`src/hw/rtl/bblur_pkg.sv`:
```
// ============================================================================
// bblur_pkg
// Shared types, constants and the reciprocal table of the 3x3 RGB box blur.
// ============================================================================
package bblur_pkg;

    localparam int MAX_WIDTH    = 2048;
    localparam int COL_W        = $clog2(MAX_WIDTH);
    localparam int HEIGHT_LIMIT = 4096;
    localparam int HROW_W       = $clog2(HEIGHT_LIMIT);
    localparam int ROW_W        = 13;

    localparam int CFG_IDX_W    = 2;
    localparam int CFG_DATA_W   = 13;
    localparam int CFG_WIDTH_W  = 12;
    localparam int CFG_HEIGHT_W = 13;

    localparam logic [CFG_IDX_W-1:0] REG_IMAGE_WIDTH  = 2'd0;
    localparam logic [CFG_IDX_W-1:0] REG_IMAGE_HEIGHT = 2'd1;

    localparam int RESET_WIDTH  = 640;
    localparam int RESET_HEIGHT = 480;

    localparam int FIFO_DEPTH = 8;
    localparam int FIFO_PTR_W = $clog2(FIFO_DEPTH);
    localparam int FIFO_CNT_W = FIFO_PTR_W + 1;

    localparam int SUM_W       = 12;
    localparam int CNT_W       = 4;
    localparam int RECIP_W     = 17;
    localparam int RECIP_SHIFT = 17;
    localparam int NUM_W       = SUM_W + 1;
    localparam int PROD_W      = NUM_W + RECIP_W;
    localparam int QUOT_W      = PROD_W - RECIP_SHIFT;
    localparam int CHANNEL_MAX = 255;

    typedef struct packed {
        logic [7:0] blue;
        logic [7:0] green;
        logic [7:0] red;
    } pixel_t;

    typedef struct packed {
        logic   eof;
        pixel_t pix;
    } result_t;

    typedef struct packed {
        logic left_en;
        logic right_en;
        logic top_en;
        logic bottom_en;
    } nb_mask_t;

    // ceil(2^17 / (2*count)); exact for numerators below 4600
    function automatic logic [RECIP_W-1:0] bb_recip(input logic [CNT_W-1:0] cnt);
        logic [RECIP_W-1:0] r;
        begin
            case (cnt)
                4'd1:    r = 17'd65536;
                4'd2:    r = 17'd32768;
                4'd3:    r = 17'd21846;
                4'd4:    r = 17'd16384;
                4'd6:    r = 17'd10923;
                4'd9:    r = 17'd7282;
                default: r = '0;
            endcase
            return r;
        end
    endfunction

endpackage

```
`src/hw/rtl/bblur_out_fifo.sv`:
```
// ============================================================================
// bblur_out_fifo
// Result queue between the blur pipeline and the master stream port.
// ============================================================================
module bblur_out_fifo
    import bblur_pkg::*;
(
    input  logic                  aclk,
    input  logic                  aresetn,
    input  logic                  push,
    input  result_t               push_data,
    input  logic                  pop,
    output result_t               head,
    output logic [FIFO_CNT_W-1:0] count
);

    result_t                 entry_reg [FIFO_DEPTH];
    logic [FIFO_PTR_W-1:0]   wr_ptr_reg;
    logic [FIFO_PTR_W-1:0]   rd_ptr_reg;
    logic [FIFO_CNT_W-1:0]   cnt_reg;
    logic [FIFO_CNT_W-1:0]   cnt_next;

    always_comb begin
        cnt_next = cnt_reg;
        if (push && !pop) begin
            cnt_next = cnt_reg + FIFO_CNT_W'(1);
        end else if (pop && !push) begin
            cnt_next = cnt_reg - FIFO_CNT_W'(1);
        end
    end

    always_ff @(posedge aclk) begin
        if (!aresetn) begin
            wr_ptr_reg <= '0;
            rd_ptr_reg <= '0;
            cnt_reg    <= '0;
        end else begin
            if (push) begin
                wr_ptr_reg <= wr_ptr_reg + FIFO_PTR_W'(1);
            end
            if (pop) begin
                rd_ptr_reg <= rd_ptr_reg + FIFO_PTR_W'(1);
            end
            cnt_reg <= cnt_next;
        end
    end

    always_ff @(posedge aclk) begin
        if (push) begin
            entry_reg[wr_ptr_reg] <= push_data;
        end
    end

    assign head  = entry_reg[rd_ptr_reg];
    assign count = cnt_reg;

endmodule

```
`config.mk`:
```
export PLATFORM = sky130hd
export DESIGN_NAME = bblur_out_fifo
export DESIGN_NICKNAME = d
export VERILOG_FILES = /design/src/hw/rtl/bblur_pkg.sv /design/src/hw/rtl/bblur_out_fifo.sv
export SDC_FILE = /design/constraint.sdc
export NUM_CORES = 1
export LEC_CHECK = 0
export BUFFER_PORTS_ARGS = -buffer_cell sky130_fd_sc_hd__buf_4
export CAP_MARGIN = 40
export CORE_ASPECT_RATIO = 0.8
export CORE_UTILIZATION = 60
export DETAILED_ROUTE_END_ITERATION = 16
export HOLD_SLACK_MARGIN = 0.03
export PLACE_DENSITY = 0.78
export SYNTH_ARGS = -nofsm -noshare
export SYNTH_HDL_FRONTEND = slang
export SYNTH_SLANG_ARGS = --single-unit
```
`constraint.sdc`:
```
create_clock -name aclk -period 8.06 [get_ports aclk]
set_input_delay 0.403 -clock aclk [delete_from_list [all_inputs] [get_ports aclk]]
set_output_delay 0.403 -clock aclk [all_outputs]
set_load 0.03 [all_outputs]
```
==> summary.md, run 1 <==
| Metric | Value |
|---|---|
| Post-CTS Hold Buffers | 0 |
| Worst setup SP type | register |
| Slew Limit Fails | 0 |
| Worst Slack Setup Final | 5040 ps |
| Register area share after synthesis | 75.2% |
| Final hold vios | 0 |
| Critical path class | register to output port |
| DR WL/cell | 23.0 um |
| Worst-path cell chain | buf_4, mux4_1, mux2_2, buf_4 |
| Setup TNS | 0 ps |
| Clk network pwr share | 37.8% |
| Switch Pwr | 0.538 mW |
| GP Congestion | 0.711 |
| Initial antenna violation count | 0 |
| Max Cap Violations | 0 |
| Pwr/cell area | 253 mW/mm2 |
| Post-synthesis mux area share | 19.6% |
| Overflow after GRT | 0 |
| CTS tree | done |
| Max Freq | 331 MHz |
| Final Non-Filler Cells | 624 |
| Most common cell after layout, fill and taps aside | edfxtp_1 |
| Yosys cell types | 24 |
| Status | completed |
| Int Pwr | 1.90 mW |
| Placed Cells | 588 |
| Cell Area, Placed | 0.00900 mm2 |
| Syn-to-layout area delta | 15.9% |
| Tcrit/Tclk final | 37.5% |
| Post-Synth XOR/XNOR Area | 0.631% |
| Compound-cell area share of the yosys netlist | 0.285% |
| Clk sinks | 213 |
| Vias | 3,688 |
| DR vias/cell | 5.91 |
| DRT Wirelength | 14.4 mm |
| RR Startpoint | wr_ptr_reg[2] |
| Final Core Density | 71.2% |
| Initial Utilization | 61.5% |
| Commonest cells after routing, fill and taps aside | edfxtp_1 (200), buf_4 (67), mux4_1 (50), mux2_2 (25), clkbuf_16 (21) |
| Design area | 0.00965 mm2 |
| Die span in x | 134 um |
| Remaining DRCs | 0 |
| Simple-gate portion of the synthesized area | 1.82% |
| Starting DRT DRC Count | 231 |
| Synthesized-area fraction occupied by adder cells | 0.992% |
| Syn nets | 392 |
| Final Power | 2.44 mW |
| Worst Setup End Kind | output port |
| P_leak | 3.29 nW |
| Max clock buf depth | 3 |
| Clk pin slew, worst setup/hold paths | 60 ps |
| Yosys warning count | 0 |
| Gate power share | 10.5% |
| Net Sw Frac | 22.1% |
| VDD IR max | 0.226 mV |
| Worst slew margin | 43.9% |
| Hold_ws | 134 ps |
| Die area | 0.0144 mm2 |
| Crit path max-delay family | multiplexers |
| Num CTS Buffers | 20 |
| Tightest Hold Check Type | input pin to register |
| Post-DP HPWL | 7.69 mm |
| Clock skew | 8.12 ps |
| Syn Inst Count | 357 |
| Post-Syn Area per Cell | 23.3 um2 |
| Crit path arrival time | 2620 ps |
| Core area | 0.0136 mm2 |
| Share of layout cells above drive strength 1 | 30.0% |
| Setup WS pre-CTS | 5530 ps |
| Main combinational cell family by area after synthesis | multiplexers |
| Post-synthesis cell area | 0.00833 mm2 |
| Max reg flops | 200 |
| Row count | 38 |
| Root Driver | clkbuf_16 |
| Pre-antenna DRT Iters | 4 |
| I/O Buffers | 57 |
| Worst slew pin tran | 841 ps |
| Die H | 107 um |
| RSZ-0062 raised after global routing | false |
| Final setup fails | 0 |
| H-tree levels | 1 |
| Hold Startpoint | push_data[7] |
| N_diodes | 0 |
| Vias in the first global route | 3,734 |
| Nets | 465 |
| Minimum clock period | 3020 ps |
| Slowest stage delay, CP | 670 ps |
| Required time of the critical path | 7660 ps |
| Reg power frac | 51.7% |
| CP Max Fanout | 50 |
| First-pass GRT wire length | 21.4 mm |
| Buf/Inv on CP | 2 |
| DRT antenna net count | 0 |
| Total global-route track usage | 20.9% |
| Skew-Pair Late Insertion Delay | 490 ps |
| Seq cells post-synth | 213 |
| CP most frequent cell | buf_4 |
| Largest net degree at the start of global routing | 51 |
| I/O pin count | 58 |
| Post-CTS Setup Inserts | 0 |
| CTS-repair resized insts | 0 |
| Highest-delay cell along the critical path | mux4_1 |
logic make-up after synthesis:
group           Yosys count
flops                   213
mux                      79
simple gates             30
buf+inv                  19
xor+xnor                  6
fa+ha+maj                 6
compound gates            4
cells in the mapped netlist:
cell type  instances  area, um2
edfxtp_1         200       6010
buf_6              6       67.6
nor2_1             7       26.3
xor2_1             2       17.5
mux2_2            25        282
o21ai_0            1       5.00
inv_1              2       7.51
xnor2_1            4       35.0
and2_1             7       43.8
nand2_1            6       22.5
mux4_1            50       1310
nor2b_1            3       18.8
a31oi_1            1       6.26
ha_1               5       62.6
a21oi_1            1       5.00
nand2b_1           4       25.0
buf_1              7       26.3
mux2i_1            4       40.0
nand3_1            1       5.00
dfxtp_1           13        260
nor3_1             2       10.0
clkbuf_1           4       15.0
a211oi_1           1       7.51
fa_1               1       20.0
power by group through the flow:
stage / Combinational (mW) / Sequential (mW) / Clock [mW]
2_1_floorplan: 0.167 / 1.28 / 0
3_3_place_gp: 0.246 / 1.28 / 0
3_5_place_dp: 0.257 / 1.28 / 0
4_1_cts: 0.259 / 1.26 / 0.942
5_1_grt: 0.271 / 1.26 / 0.974
6_report: 0.255 / 1.26 / 0.923
area by class of cell:
| type | count | area, um2 |
|---|---|---|
| Clock inverter | 13 | 114 |
| Fill cell | 828 | 3900 |
| Multi-Input combinational cell | 125 | 1970 |
| Tap cell | 180 | 225 |
| Clock buffer | 23 | 533 |
| Sequential cell | 213 | 6270 |
| Inverter | 2 | 7.51 |
| Timing Repair Buffer | 68 | 531 |
worst paths after layout:
check                endpoint  slack [ps]  cells past startpoint
max reg2reg  entry_reg[4][22]        6100                      3
min reg2reg          count[3]         480                      2
max                  head[21]        5040                      4
min           entry_reg[7][7]         130                      1
metal layers:
metal / vias up / share of wire (%) / track usage, % / routed length, um
met4: 0 / 2.3 / 5.68 / 330
li1: 1666 / - / - / -
met1: 1905 / 42 / 27.6 / 6010
met5: - / 0 / 0 / 0
met3: 28 / 3.9 / 3.91 / 558
met2: 89 / 52 / 36.1 / 7460
worst reg2reg max path, stage by stage (launching register included):
cell and delay (ps):
dfxtp_1 380, nand2_1 160, nor3_2 620, buf_4 450
(Power assumes the default switching activity.)
==> run 2, diff against run 1 <==
==> constraint.sdc (replaced) <==
create_clock -name aclk -period 3.1 [get_ports aclk]
set_input_delay 0.155 -clock aclk [delete_from_list [all_inputs] [get_ports aclk]]
set_output_delay 0.155 -clock aclk [all_outputs]
set_load 0.03 [all_outputs]
==> summary.md, run 2 (synthesis results as in run 1) <==
| Metric | Value |
|---|---|
| Crit path max-delay family | multiplexers |
| Nets | 493 |
| CTS tree | done |
| Worst slew pin tran | 700 ps |
| Slowest stage delay, CP | 640 ps |
| Minimum clock period | 2580 ps |
| Switch Pwr | 1.38 mW |
| Skew-Pair Late Insertion Delay | 490 ps |
| Worst Slack Setup Final | 515 ps |
| Core area | 0.0136 mm2 |
| I/O pin count | 58 |
| DRT antenna net count | 0 |
| Slew Limit Fails | 0 |
| Final hold vios | 0 |
| P_leak | 3.42 nW |
| Int Pwr | 5.04 mW |
| DR vias/cell | 5.84 |
| Final setup fails | 0 |
| Initial Utilization | 61.5% |
| Clk sinks | 213 |
| RR Startpoint | wr_ptr_reg[0] |
| Reg2reg path depth | 3 |
| Pwr/cell area | 644 mW/mm2 |
| Most common cell after layout, fill and taps aside | edfxtp_1 |
| Clock skew | 5.49 ps |
| Status | completed |
| Placed Cells | 588 |
| Tightest Hold Check Type | input pin to register |
| GP Congestion | 0.716 |
| N_diodes | 0 |
| Num CTS Buffers | 20 |
| I/O Buffers | 57 |
| Die span in x | 134 um |
| Max Freq | 387 MHz |
| Max Cap Violations | 0 |
| Worst Setup EP | head[17] |
| Vias in the first global route | 3,949 |
| Reg power frac | 51.1% |
| Remaining DRCs | 0 |
| Net Sw Frac | 21.6% |
| Total global-route track usage | 21.3% |
| DR WL/cell | 22.3 um |
| Reg2reg end | entry_reg[5][19] |
| Buf/Inv on CP | 2 |
| Clk network pwr share | 38.1% |
| CP Max Fanout | 42 |
| Commonest cells after routing, fill and taps aside | edfxtp_1 (200), buf_4 (65), mux4_1 (50), dlygate4sd3_1 (28), mux2_2 (25) |
| Highest-delay cell along the critical path | mux4_1 |
| Share of layout cells above drive strength 1 | 28.4% |
| Largest net degree at the start of global routing | 43 |
| Worst slew margin | 53.3% |
| Final Non-Filler Cells | 652 |
| Crit path arrival time | 2430 ps |
| Die area | 0.0144 mm2 |
| Worst-path cell chain | buf_12, mux4_1, mux2_2, buf_4 |
| First-pass GRT wire length | 22.1 mm |
| VDD IR max | 0.514 mV |
| Reg2Reg Setup Slack | 1450 ps |
| Syn-to-layout area delta | 19.8% |
| Vias | 3,806 |
| DRT Wirelength | 14.5 mm |
| Root Driver | clkbuf_16 |
| Die H | 107 um |
| Worst Setup End Kind | output port |
| Initial antenna violation count | 0 |
| Instance count on the critical path | 4 |
| Tcrit/Tclk final | 83.4% |
| Gate power share | 10.8% |
| Setup WS pre-CTS | 992 ps |
| Pre-antenna DRT Iters | 4 |
| Post-CTS Setup Inserts | 0 |
| Overflow after GRT | 0 |
| Final Power | 6.42 mW |
| Post-DP HPWL | 7.63 mm |
| Critical path class | register to output port |
| Max reg flops | 200 |
| Row count | 38 |
| RSZ-0062 raised after global routing | false |
| Clk pin slew, worst setup/hold paths | 60 ps |
| Required time of the critical path | 2940 ps |
| Max clock buf depth | 3 |
| Setup TNS | 0 ps |
| Starting DRT DRC Count | 295 |
| H-tree levels | 1 |
| Worst setup SP type | register |
## run 2: changes by cell type in the layout (fill, tap and decap cells not counted), sizes merged
cell         change
dlygate4sd3     +28
clkinvlp         +1
clkbuf           +3
clkinv           -4
## run 2: worst min path at each step
stage | depth (start not counted) | endpoint | startpoint
2_1_floorplan | 0 | entry_reg[0][0] | push_data[0]
3_3_place_gp | 1 | entry_reg[1][5] | push_data[5]
3_5_place_dp | 1 | entry_reg[5][19] | push_data[19]
4_1_cts | 2 | entry_reg[6][20] | push_data[20]
5_1_grt | 2 | entry_reg[6][16] | push_data[16]
6_report | 2 | entry_reg[5][1] | push_data[1]
## run 2: timing repair
action | CTS | global route
gates resized for setup | 0 | 0
hold buffers | 28 | 0
hold endpoints to repair | 213 | 0
## run 2: area by class of cell
class	instances	area, um2
Sequential cell	213	6270
Fill cell	771	3570
Multi-Input combinational cell	125	1970
Timing Repair Buffer	96	828
Clock buffer	26	574
Tap cell	180	225
Clock inverter	10	103
Inverter	2	7.51
## run 2: metrics by stage
step / cell area (um2) / utilization [%] / hold WS, ps
finish: 9980 / 73.6 / 441
global route: 9980 / 73.6 / 440
CTS: 9980 / 73.6 / 430
detailed placement: 9020 / 66.6 / 393
global placement: 9020 / 66.6 / 381
floorplan: 8330 / - / 254
## run 2: worst register-to-register path: cells and delay by family (launching register included)
family	cells	cell delay (ps)
flip-flops	1	470
AND/OR/NAND/NOR	2	410
buffers and inverters	1	410
## run 2: metal layers
layer	up-vias	wire length (um)	global-route usage, %
li1	1721	-	-
met1	1915	6160	30.8
met2	149	7060	34.6
met3	21	1090	3.95
met4	0	203	4.30
met5	-	0	0
## run 2: power by group through the flow
| stage | logic (mW) | registers [mW] | clock network [mW] |
|---|---|---|---|
| after floorplan | 0.434 | 3.34 | 0 |
| after global placement | 0.653 | 3.34 | 0 |
| after detailed placement | 0.668 | 3.34 | 0 |
| after CTS | 0.700 | 3.28 | 2.50 |
| after global routing | 0.737 | 3.29 | 2.62 |
| final | 0.693 | 3.28 | 2.45 |
==> run 3, diff against run 2 <==
--- a/config.mk
+++ b/config.mk
@@ -5,6 +5,7 @@
 export SDC_FILE = /design/constraint.sdc
 export NUM_CORES = 1
 export LEC_CHECK = 0
+export ABC_AREA = 1
 export BUFFER_PORTS_ARGS = -buffer_cell sky130_fd_sc_hd__buf_4
 export CAP_MARGIN = 40
 export CORE_ASPECT_RATIO = 0.8
==> constraint.sdc (replaced) <==
create_clock -name aclk -period 2.4 [get_ports aclk]
set_input_delay 0.12 -clock aclk [delete_from_list [all_inputs] [get_ports aclk]]
set_output_delay 0.12 -clock aclk [all_outputs]
set_load 0.03 [all_outputs]
==> summary.md, run 3 <==
| Metric | Value |
|---|---|
| Most common cell after layout, fill and taps aside | nor2_1 |
| RSZ-0062 raised after global routing | false |
| Footprint of the multi-input gates | 0.00206 mm2 |
| Post-Synth XOR/XNOR Area | 0.305% |
| Number of synthesized flops with an enable pin | 200 |
| Root Driver | clkbuf_16 |
| Clk network pwr share | 37.6% |
| Worst setup SP type | register |
| Post-synthesis cell area | 0.00861 mm2 |
| Yosys top cell area share | 69.8% |
| Nets | 874 |
| Minimum clock period | 2180 ps |
| Tightest Hold Check Type | input pin to register |
| Crit path arrival time | 2060 ps |
| Skew-Pair Late Insertion Delay | 490 ps |
| Critical path class | register to output port |
| Syn nets | 783 |
| Register area share after synthesis | 72.8% |
| Highest-delay cell along the critical path | dfxtp_2 |
| Status | completed |
| Initial Utilization | 62.4% |
| DR WL/cell | 17.9 um |
| Final hold vios | 0 |
| VDD IR max | 0.783 mV |
| Worst Setup End Kind | output port |
| Synthesized-area fraction occupied by adder cells | 0.959% |
| Starting DRT DRC Count | 465 |
| Num CTS Buffers | 21 |
| Clk pin slew, worst setup/hold paths | 60 ps |
| Worst slew margin | 57.9% |
| DR vias/cell | 5.55 |
| Required time of the critical path | 2280 ps |
| Largest area contributor in the netlist | edfxtp_1 |
| Net Sw Frac | 24.2% |
| Vias | 5,718 |
| Initial antenna violation count | 0 |
| Row count | 38 |
| Design area | 0.0102 mm2 |
| Post-synthesis async set-or-reset flop share | 0% |
| Syn Inst Count | 748 |
| GP Congestion | 0.777 |
| Vias in the first global route | 5,721 |
| Seq cells post-synth | 213 |
| Commonest cells after routing, fill and taps aside | nor2_1 (211), edfxtp_1 (200), nand2_1 (141), buf_4 (71), o21ai_0 (70) |
| Die area | 0.0148 mm2 |
| Post-synthesis mux area share | 0% |
| P_leak | 3.88 nW |
| CP Max Fanout | 35 |
| Clock skew | 10.8 ps |
| I/O pin count | 58 |
| Core area | 0.0138 mm2 |
| Pre-antenna DRT Iters | 5 |
| Clk sinks | 213 |
| Synth top area cells | edfxtp_1 (70%), nor2_1 (9.5%), nand2_1 (6.1%) |
| Post-Syn Area per Cell | 11.5 um2 |
| Total global-route track usage | 26.1% |
| Slowest stage delay, CP | 420 ps |
| Overflow after GRT | 0 |
| Remaining DRCs | 0 |
| Post-CTS Setup Inserts | 0 |
| N_diodes | 0 |
| Simple-gate portion of the synthesized area | 16.0% |
| DRT Wirelength | 18.5 mm |
| I/O Buffers | 57 |
| Filler cells | 908 |
| Max clock buf depth | 3 |
| Switch Pwr | 2.07 mW |
| Final Core Density | 73.9% |
| Die span in x | 136 um |
| Worst-path cell chain | buf_4, nor2_1, nor2_1, o21ai_0, nand2_1, nand2_1, nand2_1, buf_4 |
| Syn-to-layout area delta | 18.3% |
| Slew Limit Fails | 0 |
| Reg power frac | 49.2% |
| Setup TNS | 0 ps |
| Count leader, synth | nor2_1 |
| Post-CTS Hold Buffers | 30 |
| Worst slew pin tran | 630 ps |
| Yosys warning count | 0 |
| Share of layout cells above drive strength 1 | 13.9% |
| Max reg flops | 200 |
| Most frequent cells after synthesis | nor2_1 (219), edfxtp_1 (200), nand2_1 (141) |
| H-tree levels | 1 |
| Final setup fails | 0 |
| First-pass GRT wire length | 28.9 mm |
| Largest net degree at the start of global routing | 71 |
| Max Freq | 460 MHz |
| Cell depth of the worst hold path | 2 |
| Gate power share | 13.1% |
| CP most frequent cell | nand2_1 |
| FF+latch area | 0.00627 mm2 |
| Int Pwr | 6.47 mW |
| Reg2reg path depth | 6 |
| Pwr/cell area | 838 mW/mm2 |
| DRT antenna net count | 0 |
| Post-DP HPWL | 9.81 mm |
| CTS tree | done |
| Compound-cell area share of the yosys netlist | 6.40% |
| Main combinational cell family by area after synthesis | simple AND/OR/NAND/NOR gates |
| Tcrit/Tclk final | 90.7% |
| CTS-repair resized insts | 0 |
| Max Cap Violations | 0 |
| Cell Area, Placed | 0.00922 mm2 |
| Die H | 109 um |
| Yosys cell types | 22 |
| Synth Flop Type | edfxtp_1 |
run 3: worst max-delay path, delay by kind of cell, from the launching register on:
| kind | cells | cell delay (ps) |
|---|---|---|
| compound gates | 1 | 120 |
| buf+inv | 2 | 570 |
| simple gates | 5 | 460 |
| flops | 1 | 420 |
run 3: area by class of cell:
cell class,count,area share [%]
Sequential cell,213,61.6
Tap cell,180,2.21
Inverter,14,0.516
Multi-Input combinational cell,484,20.2
Clock inverter,11,1.27
Clock buffer,24,5.27
Timing Repair Buffer,105,8.97
run 3: metrics by stage:
step	setup WS (ps)	power, mW	cells	hold WS (ps)
global route	133	8.83	1031	416
detailed placement	786	5.35	966	355
CTS	197	8.58	1031	395
finish	224	8.53	1031	410
floorplan	269	4.99	748	219
global placement	809	5.31	966	349
run 3: power groups by stage:
stage          combinational [mW]  sequential (mW)  clock (mW)
2_1_floorplan               0.695             4.29           0
3_3_place_gp                 1.03             4.27           0
3_5_place_dp                 1.07             4.28           0
4_1_cts                      1.12             4.20        3.26
5_1_grt                      1.22             4.21        3.40
6_report                     1.12             4.20        3.21
run 3: path summary, 6_finish.rpt:
kind,start,end,slack [ps]
worst max-delay path,register,head[7],220
worst min-delay path,push_data[19],entry_reg[1][19],410
worst min register to register,wr_ptr_reg[0],wr_ptr_reg[0],510
worst max register to register,rd_ptr_reg[0],register,440
run 3: metal layers:
metal,global-route usage [%],up-vias,part of all wire [%]
li1,-,2719,-
met1,35.0,2750,42
met2,44.9,217,50
met3,3.77,32,6.8
met4,7.22,0,1.8
met5,0,-,0
run 3: cells by family after synthesis:
logic type               count (synthesis)
buffers and inverters                   51
XOR/XNOR                                 3
flip-flops                             213
AND/OR/NAND/NOR                        365
AO/OA/AOI/OAI                          110
adder cells (fa/ha/maj)                  6
